--- src/rtl/assert_macros.svh ---
// ----------------------------------------------------------------------------
// Assertion macros
// Shared concurrent assertion forms; they compile to nothing when SYNTH is set.
// ----------------------------------------------------------------------------
`ifndef ASSERT_MACROS_SVH
`define ASSERT_MACROS_SVH
`ifndef SYNTH
// Checked at every rising edge while reset is released.
`define ASSERT_RST(lbl, clk, rst_n, prop) \
    lbl: assert property (@(posedge clk) disable iff (!rst_n) prop) \
        else $error("assertion failed");
// Checked at every rising edge, reset included.
`define ASSERT_ALWAYS(lbl, clk, prop) \
    lbl: assert property (@(posedge clk) prop) else $error("assertion failed");
`else
`define ASSERT_RST(lbl, clk, rst_n, prop)
`define ASSERT_ALWAYS(lbl, clk, prop)
`endif
`endif

--- src/rtl/fat12ct_pkg.sv ---
// ----------------------------------------------------------------------------
// fat12ct_pkg
// Types and constants shared by the FAT12 cluster table engine modules.
// ----------------------------------------------------------------------------
package fat12ct_pkg;

    localparam int KIND_W    = 3;
    localparam int CLUSTER_W = 10;
    localparam int LINK_W    = 12;
    localparam int USABLE_W  = 10;

    localparam logic [KIND_W-1:0] KIND_READ   = 3'd0;
    localparam logic [KIND_W-1:0] KIND_WRITE  = 3'd1;
    localparam logic [KIND_W-1:0] KIND_FREE   = 3'd2;
    localparam logic [KIND_W-1:0] KIND_FIRST  = 3'd3;
    localparam logic [KIND_W-1:0] KIND_SECOND = 3'd4;
    localparam logic [KIND_W-1:0] KIND_COUNT  = 3'd5;

    localparam logic [LINK_W-1:0]   END_MARK     = 12'hFFF;
    localparam logic [LINK_W-1:0]   MEDIA_LINK   = 12'hFF9;
    localparam logic [LINK_W-1:0]   FREE_LINK    = 12'h000;
    localparam logic [USABLE_W-1:0] USABLE_RESET = 10'd713;

    typedef enum logic [2:0] {
        OP_READ,
        OP_WRITE,
        OP_FREE,
        OP_FIRST,
        OP_SECOND,
        OP_COUNT,
        OP_NONE
    } op_t;

    typedef struct packed {
        op_t                  op;
        logic                 in_range;
        logic [CLUSTER_W-1:0] cluster;
        logic [LINK_W-1:0]    link;
    } cmd_t;

    typedef struct packed {
        logic clearing;
    } eng_status_t;

    typedef enum logic [2:0] {
        ST_CLEAR,
        ST_IDLE,
        ST_READ,
        ST_FREE_RD,
        ST_FREE_EV,
        ST_SCAN,
        ST_RESULT
    } eng_state_t;

endpackage

--- src/rtl/fat12ct_queue.sv ---
// ----------------------------------------------------------------------------
// fat12ct_queue
// Two-entry command queue between the decode front and the table engine.
// ----------------------------------------------------------------------------
module fat12ct_queue import fat12ct_pkg::*; (
    input  logic aclk,
    input  logic aresetn,
    input  logic push,
    input  cmd_t push_cmd,
    output logic full,
    input  logic pop,
    output logic head_valid,
    output cmd_t head_cmd
);

    cmd_t       entry_reg [2];
    logic       wr_ptr_reg, wr_ptr_next;
    logic       rd_ptr_reg, rd_ptr_next;
    logic [1:0] count_reg, count_next;

    assign full       = count_reg == 2'd2;
    assign head_valid = count_reg != 2'd0;
    assign head_cmd   = entry_reg[rd_ptr_reg];

    always_comb begin
        wr_ptr_next = wr_ptr_reg;
        rd_ptr_next = rd_ptr_reg;
        count_next  = count_reg;
        if (push) begin
            wr_ptr_next = !wr_ptr_reg;
        end
        if (pop) begin
            rd_ptr_next = !rd_ptr_reg;
        end
        if (push && !pop) begin
            count_next = count_reg + 2'd1;
        end else if (pop && !push) begin
            count_next = count_reg - 2'd1;
        end
    end

    always_ff @(posedge aclk) begin
        if (!aresetn) begin
            wr_ptr_reg <= 1'b0;
            rd_ptr_reg <= 1'b0;
            count_reg  <= 2'd0;
        end else begin
            wr_ptr_reg <= wr_ptr_next;
            rd_ptr_reg <= rd_ptr_next;
            count_reg  <= count_next;
        end
    end

    always_ff @(posedge aclk) begin
        if (push) begin
            entry_reg[wr_ptr_reg] <= push_cmd;
        end
    end

endmodule

--- config.mk ---
export PLATFORM = sky130hd
export DESIGN_NAME = fat12ct_queue
export DESIGN_NICKNAME = d
export VERILOG_FILES = /design/src/rtl/assert_macros.svh /design/src/rtl/fat12ct_pkg.sv /design/src/rtl/fat12ct_queue.sv
export SDC_FILE = /design/constraint.sdc
export NUM_CORES = 1
export LEC_CHECK = 0
export ABC_AREA = 1
export BUFFER_PORTS_ARGS = -buffer_cell sky130_fd_sc_hd__buf_2
export CORE_ASPECT_RATIO = 2
export CORE_MARGIN = 5
export CORE_UTILIZATION = 45
export CTS_BUF_LIST = sky130_fd_sc_hd__clkbuf_2 sky130_fd_sc_hd__clkbuf_4 sky130_fd_sc_hd__clkbuf_8
export CTS_CLUSTER_SIZE = 24
export DETAILED_ROUTE_END_ITERATION = 8
export HOLD_SLACK_MARGIN = 0.05
export PLACE_DENSITY_LB_ADDON = 0.08
export RECOVER_POWER = 100
export SLEW_MARGIN = 15
export SYNTH_ARGS = -nofsm -noshare
export SYNTH_HDL_FRONTEND = slang
export SYNTH_SLANG_ARGS = --single-unit
--- constraint.sdc ---
create_clock -name aclk -period 2.5 [get_ports aclk]
set_input_delay 0.125 -clock aclk [delete_from_list [all_inputs] [get_ports aclk]]
set_output_delay 0.125 -clock aclk [all_outputs]
set_load 0.01 [all_outputs]
## Word level (Yosys, flattened, before mapping)

Memory sizes are Yosys's and may differ from the RTL's. A register that Yosys moved wholly into a read port is not among the register bits.
Index checks and enable logic that the tools add are counted.

| storage, ports and cells | value |
|---|---|
| bits in writable memories | 52 |
| memories kept | 1 |
| output and inout bits | 28 |
| input bits | 30 |
| register bits | 4 |

| cells by class | value |
|---|---|
| add/sub/neg operators | 2 |
| reductions and logical operators | 8 |
| equal/unequal tests | 1 |
| muxes and demuxes | 6 |

Memory list:

| name | words | bits a word | read ports | clocked after Yosys merged registers in | write ports | line | source |
|---|---|---|---|---|---|---|---|
| entry_reg | 2 | 26 | 1 | 1 | 1 | fat12ct_queue.sv:16 | `cmd_t entry_reg [2];` |

Operator list:

| kind | count |
|---|---|
| zero test 1 bit | 4 |
| 2-to-1 mux 1 bit | 4 |
| 2-to-1 mux 2 bit | 2 |
| nonzero test 2 bit | 2 |
| adder 2 x 1 -> 2 bit (second input constant) | 1 |
| == test 2 bit (second input constant) | 1 |
| logical AND 1 bit | 2 |
| subtractor 2 x 1 -> 2 bit (second input constant) | 1 |

## Depth between registers and ports, before layout

Gate-level depths: netlist of run 1.

| depth | value |
|---|---|
| word-level depth | 4 |
| depth in mapped cells | 8 |
| mapped depth without buffers | 8 |

## Worst setup path after synthesis of run 1

OpenSTA, ideal clock, no wires.

| timing | value |
|---|---|
| path type | register to register |
| from | register wr_ptr_reg |
| to | memory entry_reg[0][0] (netlist bit), enable pin |
| arrival | 1,430 ps |
| required time | 2,091 ps |
| setup time | 409 ps |
| stages on the path, launching flop included | 2 |
| path slack | 661 ps |
| cell sequence | dfxtp_1 nor2_1 |

RTL lines:

| item | line | source |
|---|---|---|
| start, declared | fat12ct_queue.sv:17 | `logic wr_ptr_reg, wr_ptr_next;` |
| start signal, assigned | fat12ct_queue.sv:48 | `wr_ptr_reg <= wr_ptr_next;` |
| end, declared | fat12ct_queue.sv:16 |  |

No word-level cell before the write port.

## Final worst setup path of run 1

| timing | value |
|---|---|
| from | register wr_ptr_reg |
| to | memory entry_reg[1][8] (netlist bit), enable pin |

No word-level cell before the write port.

==> impl_metrics.env, run 1 <==
export IMPL_status="completed"
export IMPL_r2r_slack_ns=0.53
export IMPL_slew_headroom_pct=21.8
export IMPL_synth_nets=147
export IMPL_setup_viol=0
export IMPL_syn_instance_count=116
export IMPL_wl_per_cell_um=13.9
export IMPL_track_usage_pct=13.0
export IMPL_synth_seq_cells=57
export IMPL_critPathBufInv=2
export IMPL_avgSynthCellArea_um2=19.0
export IMPL_worst_ep_arrival_time_ns=1.90
export IMPL_worst_path_max_fanout=20
export IMPL_r2r_end="entry_reg[1][8]"
export IMPL_fillers=424
export IMPL_cts_buffers=9
export IMPL_maxCapViolations=0
export IMPL_core_area_um2=4820
export IMPL_drt_pass1_iterations=4
export IMPL_switching_share_pct=20.9
export IMPL_drive_gt1_share_pct=24.7
export IMPL_crit_chain="nand2_1, inv_1, clkbuf_1"
export IMPL_holdCritPathClass="primary input to register"
export IMPL_cts_sinks=57
export IMPL_grt_max_degree=21
export IMPL_reg2reg_depth=3
export IMPL_fin_tns_setup_ns=0
export IMPL_powerDensity_nw_per_um2=730
export IMPL_p_seq_share_pct=53.4
export IMPL_grt_pass1_wl_um=6060
export IMPL_clock_path_buffers=2
export IMPL_row_count=36
export IMPL_hp_start="aresetn"
export IMPL_synth_seq_area_share_pct=75.2
export IMPL_ys_warn_count=0
export IMPL_antenna_found_initial=0
export IMPL_power_leakage_nw=1.10
export IMPL_finClkSkew_ns=0.00717
export IMPL_io_pins=58
export IMPL_fmax_ghz=0.507
export IMPL_nets=241
export IMPL_grt_pass1_vias=1338
export IMPL_rsz0062_at_grt="false"
export IMPL_largest_reg_flops=52
export IMPL_cp_start_kind="register"
export IMPL_areaGrowthSynthToFinish_pct=30.3
export IMPL_startpoint="wr_ptr_reg"
export IMPL_place_congestion=0.650
export IMPL_min_period_over_period_pct=78.8
export IMPL_multi_input_area_um2=405
export IMPL_tritoncts="built"
export IMPL_clkPwrFrac_pct=36.3
export IMPL_hold_viol=0
export IMPL_power_mw=2.10
export IMPL_synth_area_um2=2210
export IMPL_fp_dieW_um=59.5
export IMPL_h_tree_depth=3
export IMPL_min_period_ns=1.97
export IMPL_clock_latency_ns=0.31
export IMPL_critPathKind="register to register"
export IMPL_ir_drop_mv=0.478
export IMPL_reg2reg_from="wr_ptr_reg"
export IMPL_worst_pin_slew_ns=1.17
export IMPL_switching_power_mw=0.440
export IMPL_slowest_delay_ns=0.91
export IMPL_drtIter0Drc=42
export IMPL_clkTransAtPathRegs_ns=0.06
export IMPL_root_buffer="clkbuf_8"
export IMPL_final_seq_area_um2=1660
export IMPL_dieHeight_um=109
export IMPL_route_detailed_drc=0
export IMPL_layout_common_cells="edfxtp_1, buf_2, clkbuf_1, dlygate4sd3_1, mux2_1"
export IMPL_cp_slowest_cell="clkbuf_1"
export IMPL_end_kind="register"
export IMPL_grt_overflow_total=0
export IMPL_internal_power_mw=1.66
export IMPL_final_common_cell="edfxtp_1"
export IMPL_num_vias=1261
export IMPL_viasPerCell=4.64
export IMPL_antenna_cells=0
export IMPL_drt_total_wl_um=3780
export IMPL_crit_path_end="entry_reg[1][8]"
export IMPL_power_frac_comb_pct=10.3
export IMPL_initial_utilization_pct=45.8
export IMPL_worstSetupPathDepth=3
export IMPL_crit_required_ns=2.43
export IMPL_ctsResizeCount=0
export IMPL_critPathTopFamily="buffers and inverters"
export IMPL_hpwl_um=2590
export IMPL_numPortBuffers=57
export IMPL_drv_slew=0
export IMPL_ant_nets=0
export IMPL_die_area_um2=6490
export IMPL_synth_cell_types=14
final cells by class:
| class | count | area share (%) |
|---|---|---|
| Sequential cell | 57 | 57.8 |
| Timing Repair Buffer | 86 | 18.3 |
| Multi-Input combinational cell | 48 | 14.1 |
| Clock buffer | 10 | 4.57 |
| Tap cell | 57 | 2.48 |
| Clock inverter | 6 | 1.70 |
| Inverter | 8 | 1.04 |
stage by stage:
stage	instances	cell area, um^2	utilization, %	hold WS (ns)	setup WS, ns
floorplan	116	2210	-	0.224	0.661
global placement	230	2540	52.7	0.312	0.971
detailed placement	230	2540	52.7	0.316	0.941
CTS	272	2980	61.8	0.0597	0.593
global route	272	2880	59.7	0.0585	0.374
finish	272	2880	59.7	0.0699	0.529
cells by family (layout without fill, tap and decap cells):
family,after synthesis,in the layout,share of synthesized area (%)
AOI/OAI and AO/OA,2,2,0.453
adders and majority gates,1,1,0.566
buffers and inverters,11,110,3.68
DFF,57,57,75.2
muxes,26,26,16.7
and+or+nand+nor,19,19,3.40
worst reg2reg max path: stages, from the launching register on:
cell	delay, ns
dfxtp_1	0.36
nand2_1	0.08
inv_1	0.23
clkbuf_1	0.91
layer usage:
layer	vias to the layer above	wire length [um]	share of wire (%)	track usage [%]
met5	-	0	0	0
met4	0	35	0.93	6.18
met3	2	254	6.7	5.21
met2	40	2090	55	22.1
met1	605	1390	37	13.7
li1	614	-	-	-
worst min-delay path by stage:
stage,to,slack [ns],cells after the start
3_3_place_gp,entry_reg[0][21],0.31,1
6_report,wr_ptr_reg,0.07,3
4_1_cts,wr_ptr_reg,0.06,3
5_1_grt,count_reg[1],0.06,3
2_1_floorplan,entry_reg[0][0],0.22,0
3_5_place_dp,entry_reg[1][5],0.32,1
power groups by stage:
stage               clock [mW]  sequential, mW  combinational (mW)
floorplan                    0            1.13               0.148
global placement             0            1.14               0.213
detailed placement           0            1.14               0.219
CTS                      0.786            1.12               0.252
global route             0.836            1.13               0.239
finish                   0.763            1.12               0.217
timing repair:
item,in CTS,in global routing
hold buffers,26,0
hold endpoints to repair,52,0
buffers inserted,0,0
synthesized netlist by cell type:
| master | instances | area share [%] |
|---|---|---|
| mux2_4 | 20 | 14 |
| buf_6 | 1 | 0.51 |
| nand3_1 | 1 | 0.23 |
| mux2_2 | 6 | 3.1 |
| nor2_1 | 8 | 1.4 |
| edfxtp_1 | 52 | 71 |
| o21ai_0 | 1 | 0.23 |
| a21oi_1 | 1 | 0.23 |
| dfxtp_1 | 5 | 4.5 |
| inv_1 | 8 | 1.4 |
| nand2_1 | 9 | 1.5 |
| ha_1 | 1 | 0.57 |
| buf_12 | 2 | 1.8 |
| nand4_1 | 1 | 0.28 |
Note: power is estimated with default switching activity, not from simulation.
==> run 2: changes to the inputs <==
==> constraint.sdc (replaced) <==
create_clock -name aclk -period 1.9 [get_ports aclk]
set_input_delay 0.095 -clock aclk [delete_from_list [all_inputs] [get_ports aclk]]
set_output_delay 0.095 -clock aclk [all_outputs]
set_load 0.01 [all_outputs]
==> impl_metrics.env, run 2 (synthesis gave the netlist of run 1 again) <==
export IMPL_powerDensity_nw_per_um2=1030
export IMPL_reg2reg_depth=3
export IMPL_p_seq_share_pct=47.9
export IMPL_areaGrowthSynthToFinish_pct=35.2
export IMPL_min_period_over_period_pct=82.0
export IMPL_power_mw=3.07
export IMPL_num_vias=1269
export IMPL_rsz0062_at_grt="false"
export IMPL_clkPwrFrac_pct=42.0
export IMPL_hold_viol=0
export IMPL_worst_path_max_fanout=20
export IMPL_largest_reg_flops=52
export IMPL_grt_overflow_total=0
export IMPL_grt_max_degree=21
export IMPL_ir_drop_mv=0.975
export IMPL_holdCritPathClass="primary input to register"
export IMPL_fin_tns_setup_ns=0
export IMPL_min_period_ns=1.56
export IMPL_switching_share_pct=19.8
export IMPL_viasPerCell=4.63
export IMPL_drt_pass1_iterations=4
export IMPL_internal_power_mw=2.46
export IMPL_worst_slack_ns=0.343
export IMPL_drtIter0Drc=28
export IMPL_fp_dieW_um=59.5
export IMPL_route_detailed_drc=0
export IMPL_slowest_delay_ns=0.44
export IMPL_power_frac_comb_pct=10.2
export IMPL_cp_start_kind="register"
export IMPL_placedCellCount=230
export IMPL_wl_per_cell_um=14.2
export IMPL_grt_pass1_wl_um=6330
export IMPL_initial_utilization_pct=45.8
export IMPL_worst_ep_arrival_time_ns=1.46
export IMPL_hpwl_um=2700
export IMPL_cp_slowest_cell="dfxtp_2"
export IMPL_h_tree_depth=3
export IMPL_antenna_found_initial=0
export IMPL_row_count=36
export IMPL_r2r_slack_ns=0.36
export IMPL_clkTransAtPathRegs_ns=0.06
export IMPL_critPathTopFamily="flip-flops"
export IMPL_critPathKind="register to output pin"
export IMPL_clock_latency_ns=0.32
export IMPL_place_congestion=0.652
export IMPL_whs_ns=0.0665
export IMPL_stdcell_count=274
export IMPL_track_usage_pct=13.6
export IMPL_tritoncts="built"
export IMPL_final_common_cell="edfxtp_1"
export IMPL_core_area_um2=4820
export IMPL_finClkSkew_ns=0.00502
export IMPL_die_area_um2=6490
export IMPL_fin_util_pct=62.0
export IMPL_end_kind="output pin"
export IMPL_numPortBuffers=57
export IMPL_reg2reg_from="wr_ptr_reg"
export IMPL_worstSetupPathDepth=3
export IMPL_status="completed"
export IMPL_worst_pin_slew_ns=0.690
export IMPL_dieHeight_um=109
export IMPL_drive_gt1_share_pct=23.5
export IMPL_drt_total_wl_um=3890
export IMPL_setup_viol=0
export IMPL_crit_required_ns=1.80
export IMPL_power_leakage_nw=1.13
export IMPL_place_area_um2=2580
export IMPL_drv_slew=0
export IMPL_switching_power_mw=0.607
export IMPL_nets=243
export IMPL_pre_cts_ws_ns=0.644
export IMPL_final_cell_area_um2=2990
export IMPL_cts_sinks=57
export IMPL_critPathBufInv=2
export IMPL_fmax_ghz=0.642
export IMPL_r2r_end="entry_reg[1][16]"
export IMPL_io_pins=58
export IMPL_cts_buffers=9
export IMPL_maxCapViolations=0
export IMPL_antenna_cells=0
export IMPL_slew_headroom_pct=53.8
export IMPL_grt_pass1_vias=1383
export IMPL_layout_common_cells="edfxtp_1, clkbuf_1, dlygate4sd3_1, buf_2"
export IMPL_root_buffer="clkbuf_8"
export IMPL_crit_path_end="head_cmd[24]"
export IMPL_crit_chain="buf_12, mux2_1, buf_2"
export IMPL_clock_path_buffers=2
export IMPL_ant_nets=0
## run 2: cell count changes in the layout (fill, tap and decap cells not counted), sizes merged
cell         before  now
clkinv            5    3
buf              30   20
clkinvlp          0    1
bufinv            1    3
dlygate4sd3      26   28
clkbuf           40   49
## run 2: worst min-delay path by stage
stage	start	end	slack, ns	cells past startpoint
3_3_place_gp	push_cmd[6]	entry_reg[0][6]	0.28	1
4_1_cts	push	wr_ptr_reg	0.05	3
3_5_place_dp	push_cmd[2]	entry_reg[1][2]	0.29	1
6_report	push	wr_ptr_reg	0.07	3
2_1_floorplan	push_cmd[0]	entry_reg[0][0]	0.19	0
5_1_grt	push	wr_ptr_reg	0.08	3
## run 2: area by class of cell
cell class	count	area, um^2
Sequential cell	57	1660
Tap cell	57	71.3
Clock buffer	9	124
Timing Repair Buffer	88	562
Fill cell	382	1830
Multi-Input combinational cell	48	428
Inverter	8	30.0
Clock inverter	7	109
## run 2: power groups by stage
stage / sequential, mW / combinational, mW / clock, mW
final: 1.47 / 0.312 / 1.29
after global routing: 1.48 / 0.342 / 1.37
after CTS: 1.47 / 0.355 / 1.32
after detailed placement: 1.50 / 0.309 / 0
after global placement: 1.49 / 0.301 / 0
after floorplan: 1.49 / 0.195 / 0
## run 2: routing by layer
| layer | track usage (%) | vias up | wire length [um] |
|---|---|---|---|
| met1 | 14.1 | 598 | 1390 |
| met5 | 0 | - | 0 |
| met3 | 3.91 | 4 | 271 |
| met2 | 23.6 | 45 | 2190 |
| li1 | - | 622 | - |
| met4 | 7.61 | 0 | 44 |
## run 2: timing repair
action	4_1_cts	5_1_grt
hold endpoints to repair	57	0
hold buffers	28	0
setup buffers	0	0
resized for setup	0	0
## run 2: worst reg2reg max path: cells and delay by family (launching register included)
kind / cells / cell delay (ns)
and+or+nand+nor: 1 / 0.08
buffers and inverters: 2 / 0.74
DFF: 1 / 0.35
